## config.mk

```make
export PLATFORM = sky130hd
export DESIGN_NAME = scored_coordinate_stack_core_flat
export DESIGN_NICKNAME = d
export VERILOG_FILES = /design/src/sv/scs_pkg.sv /design/src/sv/scs_req_if.sv /design/src/sv/scs_rsp_if.sv /design/src/sv/scs_ram.sv /design/src/sv/scored_coordinate_stack_core.sv /design/src/flat_wrapper.sv
export SDC_FILE = /design/constraint.sdc
export NUM_CORES = 2
export LEC_CHECK = 0
export BUFFER_PORTS_ARGS = -buffer_cell sky130_fd_sc_hd__buf_2
export CAP_MARGIN = 20
export CORE_UTILIZATION = 38
export DETAILED_ROUTE_END_ITERATION = 6
export PLACE_DENSITY = 0.56
export SYNTH_ARGS = -nofsm -noshare
export SYNTH_HDL_FRONTEND = slang
export SYNTH_SLANG_ARGS = --single-unit
```

## constraint.sdc

```tcl
create_clock -name i_clk -period 10.3 [get_ports i_clk]
set_input_delay 1.03 -clock i_clk [delete_from_list [all_inputs] [get_ports i_clk]]
set_output_delay 1.03 -clock i_clk [all_outputs]
set_load 0.01 [all_outputs]
```

## src/sv/scs_pkg.sv

```systemverilog
// Package: request codes, status codes and fixed field widths for the coordinate stack.
`default_nettype none
package scs_pkg;
    localparam int REQ_W = 4;
    localparam int ST_W  = 2;
    localparam int IDX_W = 8;

    localparam logic [REQ_W-1:0] REQ_PUSH     = 4'd0;
    localparam logic [REQ_W-1:0] REQ_POP      = 4'd1;
    localparam logic [REQ_W-1:0] REQ_CLEAR    = 4'd2;
    localparam logic [REQ_W-1:0] REQ_NEXT     = 4'd3;
    localparam logic [REQ_W-1:0] REQ_REWIND   = 4'd4;
    localparam logic [REQ_W-1:0] REQ_CONTAINS = 4'd5;
    localparam logic [REQ_W-1:0] REQ_SETMARK  = 4'd6;
    localparam logic [REQ_W-1:0] REQ_SORT     = 4'd7;
    localparam logic [REQ_W-1:0] REQ_MARKAT   = 4'd8;
    localparam logic [REQ_W-1:0] REQ_TOP      = 4'd9;

    localparam logic [ST_W-1:0] ST_OK    = 2'd0;
    localparam logic [ST_W-1:0] ST_EMPTY = 2'd1;
    localparam logic [ST_W-1:0] ST_FULL  = 2'd2;
    localparam logic [ST_W-1:0] ST_RANGE = 2'd3;
endpackage
`default_nettype wire

```

## src/sv/scs_req_if.sv

```systemverilog
// Interface: request channel of the coordinate stack.
`default_nettype none
interface scs_req_if #(
    parameter int COORD_BITS = 8,
    parameter int MARK_BITS  = 16
);
    logic                          valid;
    logic                          ready;
    logic [scs_pkg::REQ_W-1:0]     req_type;
    logic [COORD_BITS-1:0]         x_coord;
    logic [COORD_BITS-1:0]         y_coord;
    logic signed [MARK_BITS-1:0]   mark_value;
    logic [scs_pkg::IDX_W-1:0]     entry_index;

    modport source (output valid, req_type, x_coord, y_coord, mark_value, entry_index,
                    input ready);
    modport sink (input valid, req_type, x_coord, y_coord, mark_value, entry_index,
                  output ready);
endinterface
`default_nettype wire

```

## src/sv/scs_rsp_if.sv

```systemverilog
// Interface: result channel of the coordinate stack.
`default_nettype none
interface scs_rsp_if #(
    parameter int COORD_BITS = 8,
    parameter int MARK_BITS  = 16,
    parameter int LEN_BITS   = 7
);
    logic                        valid;
    logic                        ready;
    logic                        hit;
    logic [COORD_BITS-1:0]       x_out;
    logic [COORD_BITS-1:0]       y_out;
    logic signed [MARK_BITS-1:0] mark_out;
    logic                        more_after;
    logic [LEN_BITS-1:0]         length;
    logic [scs_pkg::ST_W-1:0]    status;

    modport source (output valid, hit, x_out, y_out, mark_out, more_after, length, status,
                    input ready);
    modport sink (input valid, hit, x_out, y_out, mark_out, more_after, length, status,
                  output ready);
endinterface
`default_nettype wire

```

## src/sv/scs_ram.sv

```systemverilog
// Generic single-port RAM with registered read.
`default_nettype none
module scs_ram #(
    parameter int WIDTH = 32,
    parameter int DEPTH = 64
) (
    input  wire logic                     i_clk,
    input  wire logic                     i_we,
    input  wire logic [$clog2(DEPTH)-1:0] i_addr,
    input  wire logic [WIDTH-1:0]         i_wdata,
    output logic      [WIDTH-1:0]         o_rdata
);
    logic [WIDTH-1:0] r_mem [DEPTH];

    always_ff @(posedge i_clk) begin
        if (i_we) begin
            r_mem[i_addr] <= i_wdata;
        end
        o_rdata <= r_mem[i_addr];
    end
endmodule
`default_nettype wire

```

## src/sv/scored_coordinate_stack_core.sv

```systemverilog
// Top level: bounded LIFO of scored coordinates with search, sort and cursor.
//
//  channel | dir | modport | payload
//  i_req   | in  | sink    | req_type, x_coord, y_coord, mark_value, entry_index
//  o_rsp   | out | source  | hit, x_out, y_out, mark_out, more_after, length, status
//
// One request at a time. Push, clear, rewind and error cases finish without a RAM read;
// pop, top, next, setmark and markat do one RAM read. Contains reads each entry scanned
// in turn, and sort runs an exchange sort over all n entries through the single RAM port.
// Reset is synchronous; entry storage is not cleared, only the count, cursor, state and output valid.
// A finished result waits in an output register while the next request is taken.
`default_nettype none
module scored_coordinate_stack_core #(
    parameter int DEPTH      = 64,
    parameter int COORD_BITS = 8,
    parameter int MARK_BITS  = 16
) (
    input wire logic i_clk,
    input wire logic i_rst_n,
    scs_req_if.sink  i_req,
    scs_rsp_if.source o_rsp
);
    localparam int PW   = $clog2(DEPTH);
    localparam int CW   = $clog2(DEPTH + 1);
    localparam int DW   = 2 * COORD_BITS + MARK_BITS;
    localparam int CMPW = (CW > scs_pkg::IDX_W) ? CW : scs_pkg::IDX_W;

    typedef enum logic [3:0] {
        S_IDLE, S_RD, S_SRCH_RD, S_SRCH_CMP, S_SORT_RDA, S_SORT_LDA,
        S_SORT_RDB, S_SORT_CMP, S_SORT_WRA, S_DONE
    } t_state;

    t_state                     r_state;
    logic [CW-1:0]              r_count;
    logic [PW-1:0]              r_pos;
    logic                       r_started;
    logic [scs_pkg::REQ_W-1:0]  r_req;
    logic [COORD_BITS-1:0]      r_x, r_y;
    logic [MARK_BITS-1:0]       r_mv;
    logic [PW-1:0]              r_addr;
    logic [CW-1:0]              r_i, r_j;
    logic [DW-1:0]              r_a;
    // staged result
    logic                       r_s_hit, r_s_more;
    logic [COORD_BITS-1:0]      r_s_x, r_s_y;
    logic [MARK_BITS-1:0]       r_s_mark;
    logic [scs_pkg::ST_W-1:0]   r_s_st;
    // output register
    logic                       r_ovld, r_o_hit, r_o_more;
    logic [COORD_BITS-1:0]      r_o_x, r_o_y;
    logic [MARK_BITS-1:0]       r_o_mark;
    logic [CW-1:0]              r_o_len;
    logic [scs_pkg::ST_W-1:0]   r_o_st;

    logic                       mem_we;
    logic [PW-1:0]              mem_addr;
    logic [DW-1:0]              mem_wdata, mem_rdata;

    logic                       w_acc, w_next_ok, w_swap, w_out_free;
    logic [CW-1:0]              w_npos, w_pos_c;
    logic [CMPW-1:0]            w_idx_c, w_cnt_c;

    function automatic logic [PW-1:0] slot_of(input logic [CW-1:0] cnt,
                                              input logic [CW-1:0] pos);
        logic [CW-1:0] s;
        s = cnt - 1'b1 - pos;
        return s[PW-1:0];
    endfunction

    scs_ram #(.WIDTH(DW), .DEPTH(DEPTH)) u_ram (
        .i_clk   (i_clk),
        .i_we    (mem_we),
        .i_addr  (mem_addr),
        .i_wdata (mem_wdata),
        .o_rdata (mem_rdata)
    );

    assign i_req.ready = (r_state == S_IDLE);
    assign w_acc       = i_req.valid && i_req.ready;
    assign w_out_free  = !r_ovld || o_rsp.ready;

    // cursor step for next
    assign w_pos_c   = CW'(r_pos);
    assign w_npos    = r_started ? w_pos_c + 1'b1 : w_pos_c;
    assign w_next_ok = (r_count != '0) && !(r_started && (w_pos_c + 1'b1 >= r_count));
    assign w_idx_c   = CMPW'(i_req.entry_index);
    assign w_cnt_c   = CMPW'(r_count);
    assign w_swap    = $signed(r_a[MARK_BITS-1:0]) < $signed(mem_rdata[MARK_BITS-1:0]);

    // RAM port control
    always_comb begin
        mem_we    = 1'b0;
        mem_addr  = r_addr;
        mem_wdata = r_a;
        case (r_state)
            S_IDLE: begin
                case (i_req.req_type)
                    scs_pkg::REQ_PUSH: begin
                        mem_we    = w_acc && (r_count < CW'(DEPTH));
                        mem_addr  = r_count[PW-1:0];
                        mem_wdata = {i_req.x_coord, i_req.y_coord, {MARK_BITS{1'b0}}};
                    end
                    scs_pkg::REQ_POP, scs_pkg::REQ_TOP: mem_addr = slot_of(r_count, '0);
                    scs_pkg::REQ_NEXT:    mem_addr = slot_of(r_count, w_npos);
                    scs_pkg::REQ_SETMARK: mem_addr = slot_of(r_count, w_pos_c);
                    scs_pkg::REQ_MARKAT: begin
                        mem_addr = PW'(w_cnt_c - 1'b1 - w_idx_c);
                    end
                    default: mem_addr = r_addr;
                endcase
            end
            S_RD: begin
                mem_we    = (r_req == scs_pkg::REQ_SETMARK);
                mem_wdata = {mem_rdata[DW-1:MARK_BITS], r_mv};
            end
            S_SRCH_RD:  mem_addr = r_i[PW-1:0];
            S_SORT_RDA: mem_addr = slot_of(r_count, r_i);
            S_SORT_RDB: mem_addr = slot_of(r_count, r_j);
            S_SORT_CMP: begin
                mem_we   = w_swap;
                mem_addr = slot_of(r_count, r_j);
            end
            S_SORT_WRA: begin
                mem_we   = 1'b1;
                mem_addr = slot_of(r_count, r_i);
            end
            default: mem_addr = r_addr;
        endcase
    end

    // sequencer, state and result registers
    always_ff @(posedge i_clk) begin
        if (!i_rst_n) begin
            r_state   <= S_IDLE;
            r_count   <= '0;
            r_pos     <= '0;
            r_started <= 1'b0;
            r_ovld    <= 1'b0;
        end else begin
            if (r_ovld && o_rsp.ready && r_state != S_DONE) begin
                r_ovld <= 1'b0;
            end
            case (r_state)
                S_IDLE: begin
                    if (w_acc) begin
                        r_req    <= i_req.req_type;
                        r_x      <= i_req.x_coord;
                        r_y      <= i_req.y_coord;
                        r_mv     <= i_req.mark_value;
                        r_addr   <= mem_addr;
                        r_s_hit  <= 1'b0;
                        r_s_more <= 1'b0;
                        r_s_x    <= '0;
                        r_s_y    <= '0;
                        r_s_mark <= '0;
                        r_s_st   <= scs_pkg::ST_OK;
                        r_state  <= S_DONE;
                        case (i_req.req_type)
                            scs_pkg::REQ_PUSH: begin
                                if (r_count < CW'(DEPTH)) begin
                                    r_count   <= r_count + 1'b1;
                                    r_pos     <= '0;
                                    r_started <= 1'b0;
                                end else begin
                                    r_s_st <= scs_pkg::ST_FULL;
                                end
                            end
                            scs_pkg::REQ_POP: begin
                                if (r_count == '0) begin
                                    r_s_st <= scs_pkg::ST_EMPTY;
                                end else begin
                                    r_count   <= r_count - 1'b1;
                                    r_pos     <= '0;
                                    r_started <= 1'b0;
                                    r_state   <= S_RD;
                                end
                            end
                            scs_pkg::REQ_CLEAR: begin
                                r_count   <= '0;
                                r_pos     <= '0;
                                r_started <= 1'b0;
                            end
                            scs_pkg::REQ_NEXT: begin
                                if (r_count == '0) begin
                                    r_s_st <= scs_pkg::ST_EMPTY;
                                end else if (!w_next_ok) begin
                                    r_s_st <= scs_pkg::ST_RANGE;
                                end else begin
                                    r_pos     <= w_npos[PW-1:0];
                                    r_started <= 1'b1;
                                    r_state   <= S_RD;
                                end
                            end
                            scs_pkg::REQ_REWIND: begin
                                r_pos     <= '0;
                                r_started <= 1'b0;
                            end
                            scs_pkg::REQ_CONTAINS: begin
                                r_i     <= '0;
                                r_state <= S_SRCH_RD;
                            end
                            scs_pkg::REQ_SETMARK: begin
                                if (r_count == '0) begin
                                    r_s_st <= scs_pkg::ST_EMPTY;
                                end else if (w_pos_c >= r_count) begin
                                    r_s_st <= scs_pkg::ST_RANGE;
                                end else begin
                                    r_state <= S_RD;
                                end
                            end
                            scs_pkg::REQ_SORT: begin
                                r_pos     <= '0;
                                r_started <= 1'b0;
                                r_i       <= '0;
                                if (r_count >= CW'(2)) begin
                                    r_state <= S_SORT_RDA;
                                end
                            end
                            scs_pkg::REQ_MARKAT: begin
                                r_pos <= '0;
                                if (w_idx_c >= w_cnt_c) begin
                                    r_s_st   <= scs_pkg::ST_RANGE;
                                    r_s_mark <= '1;
                                end else begin
                                    r_state <= S_RD;
                                end
                            end
                            scs_pkg::REQ_TOP: begin
                                if (r_count == '0) begin
                                    r_s_st <= scs_pkg::ST_EMPTY;
                                end else begin
                                    r_state <= S_RD;
                                end
                            end
                            default: r_s_st <= scs_pkg::ST_OK;
                        endcase
                    end
                end
                // read data back for single-entry requests
                S_RD: begin
                    r_s_hit <= 1'b1;
                    r_state <= S_DONE;
                    case (r_req)
                        scs_pkg::REQ_MARKAT: r_s_mark <= mem_rdata[MARK_BITS-1:0];
                        scs_pkg::REQ_NEXT, scs_pkg::REQ_SETMARK: begin
                            r_s_x    <= mem_rdata[DW-1 -: COORD_BITS];
                            r_s_y    <= mem_rdata[MARK_BITS +: COORD_BITS];
                            r_s_mark <= (r_req == scs_pkg::REQ_SETMARK) ? r_mv
                                                                        : mem_rdata[MARK_BITS-1:0];
                            r_s_more <= (w_pos_c + 1'b1 < r_count);
                        end
                        default: begin
                            r_s_x <= mem_rdata[DW-1 -: COORD_BITS];
                            r_s_y <= mem_rdata[MARK_BITS +: COORD_BITS];
                        end
                    endcase
                end
                // linear search over slots
                S_SRCH_RD: begin
                    r_state <= (r_i < r_count) ? S_SRCH_CMP : S_DONE;
                end
                S_SRCH_CMP: begin
                    if (mem_rdata[DW-1 -: COORD_BITS] == r_x &&
                        mem_rdata[MARK_BITS +: COORD_BITS] == r_y) begin
                        r_s_hit <= 1'b1;
                        r_state <= S_DONE;
                    end else begin
                        r_i     <= r_i + 1'b1;
                        r_state <= S_SRCH_RD;
                    end
                end
                // exchange sort: r_a holds the entry bound for position r_i
                S_SORT_RDA: begin
                    r_j     <= r_i + 1'b1;
                    r_state <= S_SORT_LDA;
                end
                S_SORT_LDA: begin
                    r_a     <= mem_rdata;
                    r_state <= S_SORT_RDB;
                end
                S_SORT_RDB: r_state <= S_SORT_CMP;
                S_SORT_CMP: begin
                    if (w_swap) begin
                        r_a <= mem_rdata;
                    end
                    if (r_j + 1'b1 >= r_count) begin
                        r_state <= S_SORT_WRA;
                    end else begin
                        r_j     <= r_j + 1'b1;
                        r_state <= S_SORT_RDB;
                    end
                end
                S_SORT_WRA: begin
                    r_i     <= r_i + 1'b1;
                    r_state <= (r_i + CW'(2) < r_count) ? S_SORT_RDA : S_DONE;
                end
                // hand the result to the output register
                S_DONE: begin
                    if (w_out_free) begin
                        r_ovld   <= 1'b1;
                        r_o_hit  <= r_s_hit;
                        r_o_x    <= r_s_x;
                        r_o_y    <= r_s_y;
                        r_o_mark <= r_s_mark;
                        r_o_more <= r_s_more;
                        r_o_len  <= r_count;
                        r_o_st   <= r_s_st;
                        r_state  <= S_IDLE;
                    end
                end
                default: r_state <= S_IDLE;
            endcase
        end
    end

    assign o_rsp.valid      = r_ovld;
    assign o_rsp.hit        = r_o_hit;
    assign o_rsp.x_out      = r_o_x;
    assign o_rsp.y_out      = r_o_y;
    assign o_rsp.mark_out   = r_o_mark;
    assign o_rsp.more_after = r_o_more;
    assign o_rsp.length     = r_o_len;
    assign o_rsp.status     = r_o_st;

    // count stays within capacity
    a_count_cap: assert property (@(posedge i_clk) disable iff (!i_rst_n)
        r_count <= CW'(DEPTH))
        else $error("entry count above capacity");

    // cursor always names a live entry or the top
    a_cursor_rng: assert property (@(posedge i_clk) disable iff (!i_rst_n)
        r_pos == '0 || w_pos_c < r_count)
        else $error("cursor beyond stack");

    // an accepted push below capacity grows the stack by one
    a_push_grow: assert property (@(posedge i_clk) disable iff (!i_rst_n)
        (w_acc && i_req.req_type == scs_pkg::REQ_PUSH && r_count < CW'(DEPTH))
        |=> r_count == $past(r_count) + 1'b1)
        else $error("push did not grow stack");
endmodule
`default_nettype wire
```

## src/flat_wrapper.sv

```systemverilog
// flat-port wrapper written by rule: the top's interface ports become plain ports
module scored_coordinate_stack_core_flat 
#(
    parameter int DEPTH      = 64,
    parameter int COORD_BITS = 8,
    parameter int MARK_BITS  = 16
)
  (i_clk, i_rst_n, i_req_valid, i_req_req_type, i_req_x_coord, i_req_y_coord, i_req_mark_value, i_req_entry_index, i_req_ready, o_rsp_valid, o_rsp_hit, o_rsp_x_out, o_rsp_y_out, o_rsp_mark_out, o_rsp_more_after, o_rsp_length, o_rsp_status, o_rsp_ready);
  scs_req_if #(.COORD_BITS(COORD_BITS), .MARK_BITS(MARK_BITS)) i_req_i ();
  scs_rsp_if #(.COORD_BITS(COORD_BITS), .MARK_BITS(MARK_BITS)) o_rsp_i ();
  input wire logic i_clk;
  input wire logic i_rst_n;
  input wire logic [$bits(i_req_i.valid)-1:0] i_req_valid;
  input wire logic [$bits(i_req_i.req_type)-1:0] i_req_req_type;
  input wire logic [$bits(i_req_i.x_coord)-1:0] i_req_x_coord;
  input wire logic [$bits(i_req_i.y_coord)-1:0] i_req_y_coord;
  input wire logic [$bits(i_req_i.mark_value)-1:0] i_req_mark_value;
  input wire logic [$bits(i_req_i.entry_index)-1:0] i_req_entry_index;
  output wire logic [$bits(i_req_i.ready)-1:0] i_req_ready;
  output wire logic [$bits(o_rsp_i.valid)-1:0] o_rsp_valid;
  output wire logic [$bits(o_rsp_i.hit)-1:0] o_rsp_hit;
  output wire logic [$bits(o_rsp_i.x_out)-1:0] o_rsp_x_out;
  output wire logic [$bits(o_rsp_i.y_out)-1:0] o_rsp_y_out;
  output wire logic [$bits(o_rsp_i.mark_out)-1:0] o_rsp_mark_out;
  output wire logic [$bits(o_rsp_i.more_after)-1:0] o_rsp_more_after;
  output wire logic [$bits(o_rsp_i.length)-1:0] o_rsp_length;
  output wire logic [$bits(o_rsp_i.status)-1:0] o_rsp_status;
  input wire logic [$bits(o_rsp_i.ready)-1:0] o_rsp_ready;
  assign i_req_i.valid = i_req_valid;
  assign i_req_i.req_type = i_req_req_type;
  assign i_req_i.x_coord = i_req_x_coord;
  assign i_req_i.y_coord = i_req_y_coord;
  assign i_req_i.mark_value = i_req_mark_value;
  assign i_req_i.entry_index = i_req_entry_index;
  assign i_req_ready = i_req_i.ready;
  assign o_rsp_valid = o_rsp_i.valid;
  assign o_rsp_hit = o_rsp_i.hit;
  assign o_rsp_x_out = o_rsp_i.x_out;
  assign o_rsp_y_out = o_rsp_i.y_out;
  assign o_rsp_mark_out = o_rsp_i.mark_out;
  assign o_rsp_more_after = o_rsp_i.more_after;
  assign o_rsp_length = o_rsp_i.length;
  assign o_rsp_status = o_rsp_i.status;
  assign o_rsp_i.ready = o_rsp_ready;
  scored_coordinate_stack_core #(.DEPTH(DEPTH), .COORD_BITS(COORD_BITS), .MARK_BITS(MARK_BITS)) u_core (.i_clk(i_clk), .i_rst_n(i_rst_n), .i_req(i_req_i), .o_rsp(o_rsp_i));
endmodule
```

-- After elaboration in Yosys (flattened, before gate mapping)
Memories as Yosys holds them, arrays and structs flattened. A register that Yosys moved wholly into a read port is not among the register bits.
Cells that the tools add are included.
- register bits after elaboration: 186
- input port bits: 48
- output and inout bits: 45
- memory bits (writable): 2048
- logic and storage cells: 201
- memories kept: 1
- multiplexer cells: 72
- eq/ne operators: 38
- reductions and logical operators: 42
- $lt $le $gt $ge: 10
- add/subtract/negate cells: 12
- memory list (name ; depth ; width ; rd ports ; clocked after Yosys merged registers in ; wr ports ; RTL line ; RTL):
    u_core.u_ram.r_mem ; 64 ; 32 ; 1 ; 1 ; 1 ; scs_ram.sv:13 ; logic [WIDTH-1:0] r_mem [DEPTH];
- operators with widths (operator ; count):
    $pmux 32 s2 ; 2
    $mux 16 ; 4
    $mux 32 ; 2
    $pmux 16 s2 ; 2
    $mux 4 ; 13
    $pmux 6 s4 ; 2
    $mux 7 ; 6
    $pmux 7 s3 ; 2
    $pmux 4 s10 ; 1
    $eq 4x3->1 const B ; 9
    $pmux 8 s2 ; 2
    $mux 6 ; 5
    $pmux 6 s5 ; 1
    $sub 6x6->6 ; 5
    $mux 8 ; 3
    $pmux 4 s6 ; 1
    $add 7x1->7 const B ; 3
    $lt 7x7->1 ; 3
    $eq 4x2->1 const B ; 5
    $eq 4x4->1 const B ; 5
    $eq 8x8->1 ; 2
    $lt 16x16->1 ; 1
    $reduce_and 4->1 ; 4
    $ge 7x7->1 ; 2
    36 further kinds ; 89

-- Logic depth before layout (Yosys ltp)
- depth after elaboration: 10
- gate-level depth with buffers: 24
- gate-level depth less buffers: 17

-- By module
Synthesis repeated with hierarchy kept, for this count alone.
- cell total of the unflattened synthesis: 5333
- area total of the unflattened synthesis: 89248.1 um^2
- modules (own cells, without submodules) (module ; instances ; seq. area each (um^2) ; area each (um^2) ; cells each):
    scs_ram ; 1 ; 62139.6 ; 78615.4 ; 4370
    scored_coordinate_stack_core ; 1 ; 5395.2 ; 10632.7 ; 963

-- Least setup slack after synthesis
Ideal clock, no wire load.
- path type: input port to flip-flop
- start point: in i_req_req_type[1]
- end point: mem u_core.u_ram.r_mem[10][0], enable pin
- stages on the path: 17
- required time: 9798 ps
- setup time: 502 ps
- data arrival time: 7537 ps
- buffers on the path: 2
- setup slack: 2262 ps
- path through: buf_2 nor2b_1 nand3_1 nand2_1 mux2_2 inv_1 ha_1 nor2b_1 o2111a_1 a211oi_1 xnor3_1 nand3_1 a41oi_1 o21ai_2 nand2_1 clkbuf_1 nor4_1
- longest elaborated chain between the ends: 5
- elaborated cells between the ends (all ways): 13
- classes of those cells: eq/ne (5); mux (6); reduce/logical (2)
- ends and longest elaborated chain (item ; RTL line ; RTL):
    start: declaration ; flat_wrapper.sv:14 ; input wire logic [$bits(i_req_i.req_type)-1:0] i_req_req_type;
    branches (longest 5 deep; another with $pmux 6 s5) ; -- ;
    end: declaration ; scs_ram.sv:13 ;
Several ways; the timed one is not identified.

-- Worst setup path in the final report
- start point: in i_req_req_type[1]
- end point: reg u_core.u_ram.o_rdata[19] (read register of u_core.u_ram.r_mem)
- longest elaborated chain between the ends: 4
- elaborated cells between the ends (all ways): 9
- classes of those cells: eq/ne (5); mux (2); reduce/logical (2)
- ends and longest elaborated chain (item ; RTL line ; RTL):
    $eq 4x1->1 or $eq 4x4->1 (tied branches) ; scored_coordinate_stack_core.sv:97 ; case (i_req.req_type)
    $reduce_or 2->1 (no source line) ; -- ;
    $pmux 6 s5 (*) ; scored_coordinate_stack_core.sv:97 ;
    $pmux 6 s4 (*) ; scored_coordinate_stack_core.sv:95 ; case (r_state)
    end: declaration ; scs_ram.sv:11 ; output logic [WIDTH-1:0] o_rdata
Mark *: on every way between the ends. The rest lies on a longest branch, timed or not.
A chain may end at the register's enable or synchronous reset.

==> impl_results.md <==
* Status: finished, violations left
* Failing checks: DRC
* Sw power at 16.2 mW
* Remaining antenna violation count at 0
* Required @ worst endpoint at 11.02 ns
* # Post-CTS Setup Buffers at 0
* Initial antenna violation count at 23
* Nets at 6,282
* CTS buffer count at 227
* CTS tree: done
* Setup crit start kind: input port
* Worst-Skew Late Latency at 0.90 ns
* CP Buf/Inv Count at 3
* Synth Flop Type: edfxtp_1
* Slew Limit Fails at 0
* Die Y at 489 um
* Htree depth at 4
* Initial core utilization at 38.3%
* Wire per inst at 33.2 um
* Crit-path max cell delay at 0.95 ns
* Gate power share at 44.5%
* Fmax achieved at 0.140 GHz
* Via Count at 58,100
* Sequential area share after synthesis at 75.0%
* Worst vdd ir at 0.277 mV
* Internal power of the cells at 20.2 mW
* Mapped Nets at 6,103
* PD cells at 353 mW/mm2
* Yosys synthesis warning count at 0
* Worst hold path class: input port to flip-flop
* Top-count cell post-synth: edfxtp_1
* CTS Hold Buffers Added at 0
* Cell taking the most area after synthesis: edfxtp_1
* Clk network pwr share at 22.5%
* Delay-heaviest family, CP: compound AO/OA/AOI/OAI gates
* # port buffers at 92
* Slowest CP cell: a2111oi_0
* Placer Congestion at 0.900
* GR Overflow Total at 0
* CTS max path bufs at 3
* Row cnt at 178
* Worst Setup End Kind: flip-flop
* Setup TNS at 0 ns
* Final setup viols at 0
* Asr flop ratio synth at 0%
* Avg Cell Area, Syn at 15.1 um2
* Leak Pwr at 33.7 nW
* DR DRC count at 11
* CP arrival at 7.86 ns
* Hold Vio Cnt, Final at 0
* Yosys reg bits at 2,266
* Setup ws final at 3.16 ns
* Post-synth top area share at 73.8%
* Clock Sinks at 2,266
* Worst-path maximum fanout at 75
* Design Power at 36.3 mW
* Setup CP Type: input port to flip-flop
* Post-route clock skew at 0.0586 ns
* Synthesized instance count at 5,975
* Post-CTS resize count at 0
* Period utilization at 69.3%
* Via/cell ratio at 6.11
* P&R area growth vs syn at 14.1%
* Die area at 0.239 mm2
* Die Span X at 489 um
* DR iter-0 viols at 8,957
* Slew @ Worst Pin at 1.23 ns
* Top cells by area, synth: edfxtp_1 (74%), nand2_1 (3.7%), a21oi_1 (2.2%)
* Fillcell total at 20,900
* Post-Synthesis Cell Area at 0.0901 mm2
* Reg clk slew, reported paths at 0.06 ns
* Most frequent cells after synthesis: edfxtp_1 (2,215), nand2_1 (882), a21oi_1 (390)
* Sw Share at 44.5%
* Rel. slew slack at 17.3%
* Gr usage total at 25.9%
* Sequential Power Share at 32.9%
* Share of cells above drive strength 1 at 13.8%
* Root Buffer: clkbuf_16
* Vias in the first global route at 54,600
* Final wirelength at 316,000 um
* Unrepaired setup endpoints after global routing: false
* First-pass GRT wire length at 436,000 um
* Max Cap Viol at 0
* Final HPWL from detailed placement at 178,000 um
* EDFF count, synth at 2,215
* Area of the core at 0.235 mm2
* # IOs at 93
* Yosys cell types at 92
* Drt first pass iters at 7
* Largest net degree at the start of global routing at 114
* Min cycle time layout at 7.14 ns
* Top cell by count, worst path: a32oi_1
* Dpl ws at 2.63 ns
* CP Cell Sequence: buf_2 > nor2b_1 > nand3_1 > nand2_1 > mux2_2 > fa_1 > xnor2_1 > a32oi_1 > o31ai_1 > a221oi_4 > buf_12 > buf_4 > nor2_2 > a32oi_1 > o21ai_0 > a2111oi_0 > o32a_1 > o311ai_0
through the flow:
stage | instance area, um2 | hold slack [ns] | std cells | util [%]
2_1_floorplan | 90100 | 0.400 | 5975 | -
3_3_place_gp | 95300 | 0.403 | 9062 | 40.5
3_5_place_dp | 95400 | 0.405 | 9071 | 40.5
4_1_cts | 103000 | 0.263 | 9497 | 43.7
5_1_grt | 103000 | 0.270 | 9506 | 43.7
6_report | 103000 | 0.310 | 9513 | 43.7
sequential cells by signal, summed over array words and instances (netlist names), 2 cells and up:
| name | count |
|---|---|
| u_core.r_s_mark | 16 |
| u_core.o_rsp.length | 7 |
| u_core.u_ram.r_mem | 2048 |
| u_core.u_ram.o_rdata | 32 |
| u_core.r_s_y | 8 |
| u_core.r_a | 32 |
| u_core.r_x | 8 |
| u_core.r_s_x | 8 |
| u_core.r_addr | 6 |
| u_core.r_i | 7 |
| u_core.r_y | 8 |
| u_core.r_state | 4 |
| u_core.r_mv | 16 |
| u_core.o_rsp.status | 2 |
| u_core.o_rsp.x_out | 8 |
| u_core.o_rsp.mark_out | 16 |
| u_core.r_s_st | 2 |
| u_core.r_j | 7 |
| u_core.o_rsp.y_out | 8 |
| u_core.r_req | 4 |
| u_core.r_pos | 6 |
| u_core.r_count | 7 |
cells by family (layout without fill, tap and decap cells):
| family | count (synthesis) | count (layout) | synth area share [%] |
|---|---|---|---|
| flip-flops | 2266 | 2266 | 75.0 |
| AND/OR/NAND/NOR | 1445 | 1445 | 6.99 |
| AO/OA/AOI/OAI | 1420 | 1420 | 11.0 |
| buffers and inverters | 445 | 821 | 2.20 |
| multiplexers | 265 | 265 | 3.16 |
| adder cells (fa/ha/maj) | 80 | 80 | 1.14 |
| XOR/XNOR | 54 | 54 | 0.564 |
| other | 0 | 12 | 0 |
power groups by stage:
stage	logic (mW)	clock network [mW]	registers [mW]
3_5_place_dp	15.6	0	12.1
6_report	16.2	8.19	12.0
3_3_place_gp	15.5	0	12.1
2_1_floorplan	8.01	0	12.0
4_1_cts	15.7	8.25	11.9
5_1_grt	16.5	8.60	12.0
final timing paths:
kind                        start                  endpoint  slack (ns)  depth (start not counted)
max             i_req_req_type[1]  u_core.u_ram.o_rdata[19]        3.16                         18
min          i_req_mark_value[11]           u_core.r_mv[11]        0.31                          1
max reg2reg     u_core.r_state[3]  u_core.u_ram.o_rdata[10]        3.21                         15
min reg2reg       u_core.r_s_x[5]     u_core.o_rsp.x_out[5]        0.41                          0
cell type report:
class                   count  area (um2)  area share, %
clock buffers             302        6150           5.98
flip-flops and latches   2266       67500           65.7
inverters                  54         228          0.221
well taps                3150        3940           3.83
diodes                     12        30.0         0.0292
repair buffers            341        2590           2.51
clock inverters           124        1180           1.15
multi-input cells        3264       21200           20.6
routing by layer:
| layer | share of wire, % | track usage, % |
|---|---|---|
| met1 | 40 | 35.8 |
| met2 | 44 | 39.2 |
| met3 | 12 | 6.16 |
| met4 | 4.4 | 10.6 |
| met5 | 0.023 | 0 |
worst register-to-register path, cell delays in order, from the launching register on:
cell and delay, ns:
dfxtp_1 0.78, nor2b_1 0.25, o21ai_2 0.45, mux2_2 0.39, ha_1 0.21, fa_1 0.64
o21ai_0 0.11, a211oi_1 0.29, o211a_4 0.46, buf_4 0.55, buf_4 0.85, nor3_2 0.12
buf_4 0.28, a2111oi_0 0.73, o22ai_1 0.47, a211o_1 0.39
cell usage in the layout, fill, tap and decap left out, types with 31 or more instances in the layout:
cell	Yosys	routed
a211oi_1	79	78
a21o_1	31	31
a21oi_1	390	389
a221o_1	59	43
a221oi_1	172	172
a22oi_1	112	112
a31oi_1	76	76
a32oi_1	36	36
and3_1	60	60
buf_2	178	93
buf_4	18	226
clkbuf_1	135	58
clkbuf_16	0	229
clkinv_1	1	59
clkinv_2	0	32
dfxtp_1	51	51
edfxtp_1	2215	2215
ha_1	77	77
inv_1	48	48
mux2_2	60	60
mux2i_1	194	194
nand2_1	882	879
nand3_1	142	142
nor2_1	132	109
nor3_1	97	43
nor3_2	4	53
o21ai_0	166	163
o221ai_1	42	42
o22ai_1	41	41
xnor2_1	35	35
Power figures use the tool's default switching activity.
